[config.mk]
export PLATFORM = sky130hd
export DESIGN_NAME = kmpt_cell
export DESIGN_NICKNAME = d
export VERILOG_FILES = /design/src/rtl/kmpt_pkg.sv /design/src/rtl/kmpt_cell.sv
export SDC_FILE = /design/constraint.sdc
export NUM_CORES = 1
export LEC_CHECK = 0
export BUFFER_PORTS_ARGS = -buffer_cell sky130_fd_sc_hd__buf_2
export CORE_AREA = 8 8 249 251
export DETAILED_ROUTE_END_ITERATION = 12
export DIE_AREA = 0 0 257 259
export SLEW_MARGIN = 40
export SYNTH_ARGS = -nofsm -noshare
export SYNTH_HDL_FRONTEND = slang
export SYNTH_SLANG_ARGS = --single-unit
export TNS_END_PERCENT = 30
[constraint.sdc]
create_clock -name clk -period 11.1 [get_ports clk]
set_input_delay 2.22 -clock clk [delete_from_list [all_inputs] [get_ports clk]]
set_output_delay 2.22 -clock clk [all_outputs]
set_load 0.005 [all_outputs]
[src/rtl/kmpt_pkg.sv]
// Shared types, codes and ordering function for the keyed min-priority table.
// No dependencies.
`timescale 1ns / 1ps
package kmpt_pkg;

  localparam int unsigned ENTRIES = 64;

  typedef enum logic [1:0] {
    OP_UPDATE = 2'd0,
    OP_ERASE  = 2'd1,
    OP_GET    = 2'd2,
    OP_GETMIN = 2'd3
  } op_t;

  typedef enum logic [2:0] {
    ST_IDLE,
    ST_LOOKUP,
    ST_REMOVE,
    ST_INSERT,
    ST_FINISH
  } state_t;

  typedef struct packed {
    logic        [31:0] edge_id;
    logic signed [31:0] shade_value;
    logic        [31:0] priority_req;
    logic        [31:0] node_key;
  } entry_t;

  typedef struct packed {
    logic   remove;
    logic   insert;
    entry_t ref_ent;
    entry_t new_ent;
  } cell_ctrl_t;

  // Order by priority, then by key.
  function automatic logic entry_less(entry_t a, entry_t b);
    entry_less = (a.priority_req < b.priority_req) ||
                 ((a.priority_req == b.priority_req) && (a.node_key < b.node_key));
  endfunction

endpackage

[src/rtl/kmpt_cell.sv]
// One cell of the sorted entry chain: holds an entry and shifts with its neighbors.
// Depends on kmpt_pkg.
`timescale 1ns / 1ps
module kmpt_cell (
  input  logic                clk,
  input  logic                rst,
  input  kmpt_pkg::cell_ctrl_t ctrl,
  input  logic                left_valid,
  input  kmpt_pkg::entry_t    left_ent,
  input  logic                right_valid,
  input  kmpt_pkg::entry_t    right_ent,
  output logic                valid,
  output kmpt_pkg::entry_t    ent,
  output logic                hit
);

  logic             valid_next;
  kmpt_pkg::entry_t ent_next;
  logic             new_before_own;
  logic             new_before_left;

  assign hit = valid && (ent.node_key == ctrl.new_ent.node_key);
  assign new_before_own  = !valid || kmpt_pkg::entry_less(ctrl.new_ent, ent);
  assign new_before_left = left_valid && kmpt_pkg::entry_less(ctrl.new_ent, left_ent);

  always_comb begin
    valid_next = valid;
    ent_next   = ent;
    if (ctrl.remove) begin
      // close the gap: every cell at or past the removed entry pulls from the right
      if (valid && !kmpt_pkg::entry_less(ent, ctrl.ref_ent)) begin
        valid_next = right_valid;
        ent_next   = right_ent;
      end
    end else if (ctrl.insert) begin
      if (new_before_own) begin
        if (new_before_left) begin
          valid_next = 1'b1;
          ent_next   = left_ent;
        end else if (left_valid) begin
          valid_next = 1'b1;
          ent_next   = ctrl.new_ent;
        end
      end
    end
  end

  always_ff @(posedge clk) begin
    if (rst) begin
      valid <= 1'b0;
    end else begin
      valid <= valid_next;
    end
    ent <= ent_next;
  end

endmodule

# Word level (Yosys, flattened, before mapping)
# Cells that the tools add are included.
# totals
inputBits	518
elab_cells	44
memories	0
latchBits	0
ramBits	0
rom_bits	0
register_bits	129
out_inout_bits	130
# classes
multipliers	0
n_bitwise	0
add_sub_neg	0
muxes	12
shift	0
n_eq_ne	5
reduce_logical	16
order_cmp	6
div	0
# op_table
operator	count
128-bit two-way mux	6
32-bit < comparator	6
32-bit equality test	4
1-bit logical AND	6
1-bit two-way mux	6
1-bit logical OR	4
4-bit AND reduction	1
2-bit nonzero test	2
3-bit nonzero test	1
1-bit logical NOT	2
2-bit by 1-bit != test with 1-bit output (second input constant)	1

# Depth between registers and ports, before layout
# Gate-level depths: netlist of the first run.
# logic_depth
depth_word	8
depth_mapped	11

# Least setup slack after synthesis of the first run
# No wires, ideal clock.
# synth_timing
kind	input port to flip-flop
startpoint	input port ctrl[26] (netlist name)
endpoint	register ent[0] (netlist name) (enable)
arrival_time_ns	9.830
required_ns	10.440
setup_ns	0.660
path_stages	8
slack_ns	0.610
cell_sequence	ha_1 a21oi_1 nand2_1 a2111oi_0 nor2_1 o41ai_1 a31oi_1 o22ai_1
# synth_between
elab_chain_cells	6
# synth_lines
element	line_no	source
from (decl)	kmpt_cell.sv:7	input kmpt_pkg::cell_ctrl_t ctrl,
32-bit < comparator	kmpt_pkg.sv:40	((a.priority_req == b.priority_req) && (a.node_key < b.node_key));
1-bit logical AND	kmpt_pkg.sv:40	
1-bit logical OR	kmpt_pkg.sv:39	entry_less = (a.priority_req < b.priority_req) ||
1-bit logical AND or 1-bit logical OR (tied branches)	kmpt_cell.sv:24, kmpt_cell.sv:23	
3-bit nonzero test (no source line) or 2-bit nonzero test (tied branches)	--	
4-bit AND reduction (no source line) *	--	
to (signal assigned)	kmpt_cell.sv:54	ent <= ent_next;
to (decl)	kmpt_cell.sv:13	output kmpt_pkg::entry_t ent,
# Mark *: on every way between the ends. The rest lies on a longest branch, timed or not.
# A chain may end at the register's enable or synchronous reset.

# Worst setup path after layout of the first run
# layout_timing
startpoint	input port ctrl[15] (netlist name)
endpoint	output port hit
# layout_between
elab_chain_cells	2
# layout_lines
element	line_no	source
32-bit equality test	kmpt_cell.sv:22	assign hit = valid && (ent.node_key == ctrl.new_ent.node_key);
1-bit logical AND	kmpt_cell.sv:22	
to (decl)	kmpt_cell.sv:14	output logic hit
# No other way between the ends.

==> out/summary.txt, run 1 <==
Port Buf Inserts = 583
most used cell, CP = buf_2
Pwr Density = 97.1 nW/um^2
top post-synthesis cells by count = inv_1 (196), ha_1 (190), nand3_1 (152)
CTS resizes = 0
Fill cells = 6,444
XOR/XNOR Fraction of Synth Area = 0%
crit path max fanout = 3
vias in the first global route = 13,000
DPL Wire Length = 43.0 mm
largest family of logic cells by synthesized area = adder cells
Synth Flop Type = edfxtp_1
WP data arrival = 3.98 ns
CTS buffer count = 17
post-synth top area share = 32.4%
largest net degree at the start of global routing = 111
Syn Nets = 2,121
number of I/O pins = 648
Reg area = 3860 um^2
1st-iter DRT viols = 849
Via-to-Cell Ratio = 4.66
total grt overflow = 0
fraction of layout cells with a size suffix above 1 = 32.8%
most area-consuming cells after synthesis = edfxtp_1 (32%), ha_1 (20%), a31oi_1 (6.8%)
Worst path max stage delay = 0.49 ns
FMAX = 161 MHz
# Post-CTS Setup Buffers = 0
CP delay by family, top = simple AND/OR/NAND/NOR gates
Final Instance Count excl. Fillers = 2,739
worst-margin pin slew = 0.832 ns
P_leak = 7.75 nW
GR Util All Layers = 15.3%
Die Height = 259 um
Final Skew = 0.0140 ns
count of cell types in the netlist = 56
CP Capture Type = primary output
adder-cell share of the synthesized area = 20.0%
number of hold buffers added after CTS = 0
cell area after layout = 15,900 um^2
post-synthesis mux area share = 0%
Compound-Gate Fraction of Synth Area = 20.0%
Area Growth Syn to Fin = 34.1%
core footprint = 58,200 um^2
gate count of the mapped netlist = 1,413
Ys Warns = 0
EDFF count, synth = 128
nets@finish = 2,653
most frequent cell after synthesis = inv_1
Horiz. Die Dim = 257 um
synthesized area per cell = 8.41 um^2
DIE AREA = 66,600 um^2
outcome = completed
setup_tns = 0 ns
CTS Sinks = 129
max cap viols = 0
DRC errors left = 0
Final Max Tran Viols = 0
post-synthesis register bit count = 129
worst hold margin = 0.637 ns
fin crit period = 6.20 ns
post-synthesis simple-gate area fraction = 16.6%
Synth Cell Area = 11,900 um^2
clock root cell = clkbuf_16
1st-pass router iterations = 5
Critical Path RT = 8.88 ns
RSZ-0062 raised after global routing = no
peak supply drop = 0.000115 V
critical path depth = 6
crit-path cells = buf_2 -> ha_1 -> nand4_1 -> or3_1 -> nor4_1 -> buf_2
area of the multi-input gates = 6760 um^2
H-tree depth = 4
Rel. slew slack = 44.5%
CTS Buffer Depth = 2
CTS tree = built
Final period util = 55.8%
Synth area leader = edfxtp_1
FP Rows = 89
first-pass GRT wire length = 78.4 mm
WHS Path Cells = 2
area of placed instances = 15,400 um^2
Hold Crit Class = flip-flop to flip-flop
CTS clk-pin slew, worst paths = 0.06 ns
placed cell count = 2,699
critical path class = input pin to primary output
worst reg2reg path depth = 10
final hold vios = 0
wire per inst = 19.4 um
Critical-path top delay cell = nor4_1
routability cong. = 0.837
sequential area share after synthesis = 32.5%
later-pin clock latency in the skew report = 0.47 ns
Post-synth ARST share = 0%
routed wire length = 53.2 mm
antenna violations before repair = 16
# setup viols final = 0
Crit path buffers/inverters = 2
CP Launch Type = input pin
initial core utilization = 20.4%
Vias = 12,800
final antenna-violating net count = 0
## state kept, by name (all words and copies together) (netlist names)
register,count
ent,128
valid,1
## cell usage in the layout (no fill, tap or decap), types with 43 or more instances in the layout
| cell type | count |
|---|---|
| o21ai_0 | 43 |
| nand3_1 | 152 |
| o21ai_1 | 108 |
| buf_2 | 583 |
| a21oi_1 | 69 |
| ha_1 | 190 |
| edfxtp_1 | 128 |
| nor2_1 | 142 |
| a31oi_1 | 130 |
| inv_1 | 196 |
## tightest hold or removal path, delay by kind of cell (launching register included)
family / cells / cell delay [ns]
flip-flops: 1 / 0.41
AND/OR/NAND/NOR: 1 / 0.12
AO/OA/AOI/OAI: 1 / 0.06
## power breakdown
group	switching, W	internal [W]
registers	0.0000156	0.000571
logic	0.000230	0.000177
clock network	0.000250	0.000304
## cell type report
cell class,instances,share of cell area (%)
sequential,129,24.3
tap,773,6.07
multi-input combinational,1003,42.4
inverter,197,4.69
antenna,10,0.157
timing repair buffer,597,19.0
clock inverter,13,0.723
clock buffer,17,2.67
## final timing paths
check / start / end / slack (ns)
max: ctrl[15] / hit / 4.90
min: valid / valid / 0.64
max reg2reg: ent[57] / ent[77] / 6.48
min reg2reg: valid / valid / 0.64
## metal layers
metal / GRT usage [%] / vias up / routed length, um
li1: - / 6237 / -
met1: 18.4 / 5876 / 22100
met2: 25.2 / 568 / 25100
met3: 4.66 / 86 / 4260
met4: 6.55 / 2 / 1710
met5: 0 / - / 12
## stage by stage
| stage | util [%] | setup slack, ns | total power, W |
|---|---|---|---|
| 3_3_place_gp | 26.4 | 4.40 | 0.000999 |
| 3_5_place_dp | 26.4 | 4.53 | 0.00100 |
| 5_1_grt | 27.3 | 4.88 | 0.00164 |
| 6_report | 27.4 | 4.90 | 0.00155 |
| 2_1_floorplan | - | 0.610 | 0.000817 |
| 4_1_cts | 27.3 | 4.95 | 0.00157 |
## cells by family (layout without fill, tap and decap cells)
| family | after synthesis | count (layout) |
|---|---|---|
| DFF | 129 | 129 |
| and+or+nand+nor | 409 | 409 |
| buffers and inverters | 281 | 824 |
| other | 0 | 10 |
| adders and majority gates | 190 | 190 |
| AOI/OAI and AO/OA | 404 | 404 |
(Power assumes the default switching activity.)
==> run 2: changes to the inputs <==
Clock period 11.1 ns to 4.97 ns, I/O delays scaled along.
==> run 2 against run 1 <==
  * Sequential power is 120% higher
  * Non-clock buffer count is 10 higher
  * Clock skew is 0.0012 ns higher
  * Critical path type is now input pin to flip-flop
  * Largest cell class unchanged
==> out/summary.txt, run 2 (synthesis results as in run 1) <==
FMAX = 250 MHz
Port Buf Inserts = 583 (unchanged)
part of the power in registers = 37.2% (-0.7 points)
final antenna-violating net count = 0 (unchanged)
later-pin clock latency in the skew report = 0.47 ns (about the same)
GR Util All Layers = 15.3% (-0.024 points)
Final Max Tran Viols = 0 (unchanged)
Largest register FFs = 128 (unchanged)
CTS Sinks = 129 (unchanged)
clock root cell = clkbuf_16
worst hold start = valid
RR Endpoint = ent[15]
P_int = 0.00237 W (+130%)
routability cong. = 0.860 (+2.8%)
number of I/O pins = 648 (unchanged)
DPL Wire Length = 43.4 mm (+1.0%)
CTS Buffer Depth = 2 (unchanged)
pre-CTS setup slack = 0.518 ns (-4.01 ns)
Crit path buffers/inverters = 4 (+2)
routed wire length = 53.4 mm (+0.48%)
Hold Crit Class = flip-flop to flip-flop
core footprint = 58,200 um^2 (unchanged)
sw power = 0.00114 W (+130%)
critical path class = input pin to flip-flop
total grt overflow = 0 (unchanged)
Critical Path RT = 4.94 ns (-3.94 ns)
vias in the first global route = 12,800 (-1.3%)
nets@finish = 2,663 (+0.38%)
Final period util = 80.4%
Via-to-Cell Ratio = 4.66 (-0.10%)
number of hold buffers added after CTS = 0 (unchanged)
R2R setup slack = 1.16 ns (-5.32 ns)
most common cell after layout, fill and taps aside = buf_2
crit path max fanout = 128 (+125)
1st-iter DRT viols = 835 (-1.6%)
Horiz. Die Dim = 257 um (unchanged)
Rel. slew slack = 25.1% (-19 points)
Switching Share = 32.5% (+0.54 points)
setup_tns = 0 ns (unchanged)
peak supply drop = 0.000254 V (+120%)
final hold vios = 0 (unchanged)
first-pass GRT wire length = 78.4 mm (about the same)
worst reg2reg path depth = 10 (unchanged)
WHS Path Cells = 2 (unchanged)
most frequent cells in the layout = buf_2 (583), inv_1 (196), ha_1 (190)
CP delay by family, top = simple AND/OR/NAND/NOR gates
Worst path max stage delay = 0.53 ns (+0.04 ns)
CTS tree = built
crit-path cells = buf_2 -> inv_1 -> ha_1 -> and4_1 -> nand2_1 -> nor2_1 -> nand3_1 -> a2111oi_0 -> buf_4 -> and3_1 -> o22ai_4 -> buf_12
top flop regs = ent x128, valid x1
WP data arrival = 3.96 ns (-0.02 ns)
CTS buffer count = 17 (unchanged)
fin crit period = 3.99 ns
Final Skew = 0.0151 ns (+0.00116 ns)
CP Launch Type = input pin
FP Rows = 89 (unchanged)
CTS clk-pin slew, worst paths = 0.06 ns (about the same)
worst r2r src = ent[63]
1st-pass router iterations = 5 (unchanged)
RSZ-0062 raised after global routing = no
# setup viols final = 0 (unchanged)
largest net degree at the start of global routing = 148 (+33%)
Vias = 12,800 (+0.23%)
Die Height = 259 um (unchanged)
antenna violations before repair = 15 (-1)
H-tree depth = 4 (unchanged)
CP Capture Type = flip-flop
P_leak = 7.84 nW (+1.2%)
fraction of layout cells with a size suffix above 1 = 33.2% (+0.46 points)
CTS resizes = 0 (unchanged)
Critical-path top delay cell = a2111oi_0
Comb pwr share = 26.2% (about the same)
worst hold path endpoint = valid
outcome = completed
DIE AREA = 66,600 um^2 (unchanged)
worst-margin pin slew = 1.12 ns (+0.292 ns)
DRC errors left = 0 (unchanged)
max cap viols = 0 (unchanged)
# Post-CTS Setup Buffers = 0 (unchanged)
Top reg by flops = ent
initial core utilization = 20.4% (unchanged)
Worst Setup Slack, final = 0.976 ns (-3.93 ns)
Clk pwr share = 36.6% (+0.8 points)
Pwr Density = 218 nW/um^2 (+120%)
Area Growth Syn to Fin = 35.6%
wire per inst = 19.4 um (+0.15%)
[run 2: changes by cell type in the layout (fill, tap and decap cells not counted), moves of 2 or more]
cell,previous run,this run
diode_2,10,7
clkinv_2,0,3
clkinv_1,3,1
clkinv_4,3,1
buf_12,0,8
inv_6,2,4
buf_4,12,15
[run 2: final cells by class]
cell class	count	area (um^2)
antenna	7	17.5
clock buffer	17	425
clock inverter	15	134
fill	6382	42100
inverter	197	747
multi-input combinational	1003	6750
sequential	129	3860
tap	773	967
timing repair buffer	607	3200
[run 2: metrics by stage]
stage,cells,util (%),hold WS (ns),power (W),cell area (um^2)
CTS,2741,27.6,0.628,0.00357,16100
floorplan,1413,-,0.507,0.00182,11900
global route,2747,27.7,0.663,0.00371,16100
finish,2748,27.7,0.626,0.00352,16100
global placement,2709,26.7,0.620,0.00224,15500
detailed placement,2709,26.7,0.618,0.00225,15500
[run 2: power groups by stage]
stage / clock (W) / combinational, W / sequential, W
floorplan: 0 / 0.000488 / 0.00133
global placement: 0 / 0.000911 / 0.00133
detailed placement: 0 / 0.000920 / 0.00133
CTS: 0.00134 / 0.000924 / 0.00131
global route: 0.00137 / 0.00104 / 0.00131
finish: 0.00129 / 0.000919 / 0.00131
[run 2: worst max path at each step]
stage                          from  endpoint  cells past startpoint
after floorplan            ctrl[26]    ent[0]                      8
after global placement     ctrl[61]   ent[86]                     10
after detailed placement   ctrl[61]   ent[85]                     10
after CTS                  ctrl[61]   ent[95]                     10
after global routing       ctrl[61]  ent[101]                     10
final                     ctrl[190]   ent[15]                     12
[run 2: per-layer routing]
metal / routed length (um) / share of wire [%] / global-route usage [%] / vias to the layer above
met5: 23 / 0.043 / 0 / -
met4: 1200 / 2.2 / 5.47 / 4
met3: 4170 / 7.8 / 4.67 / 63
met2: 25900 / 48 / 25.8 / 544
met1: 22200 / 42 / 18.3 / 5932
li1: - / - / - / 6255
[run 2: tightest hold or removal path: stages (launching register included)]
cell      delay (ns)
dfxtp_1         0.40
nand2b_1        0.11
o32ai_1         0.06
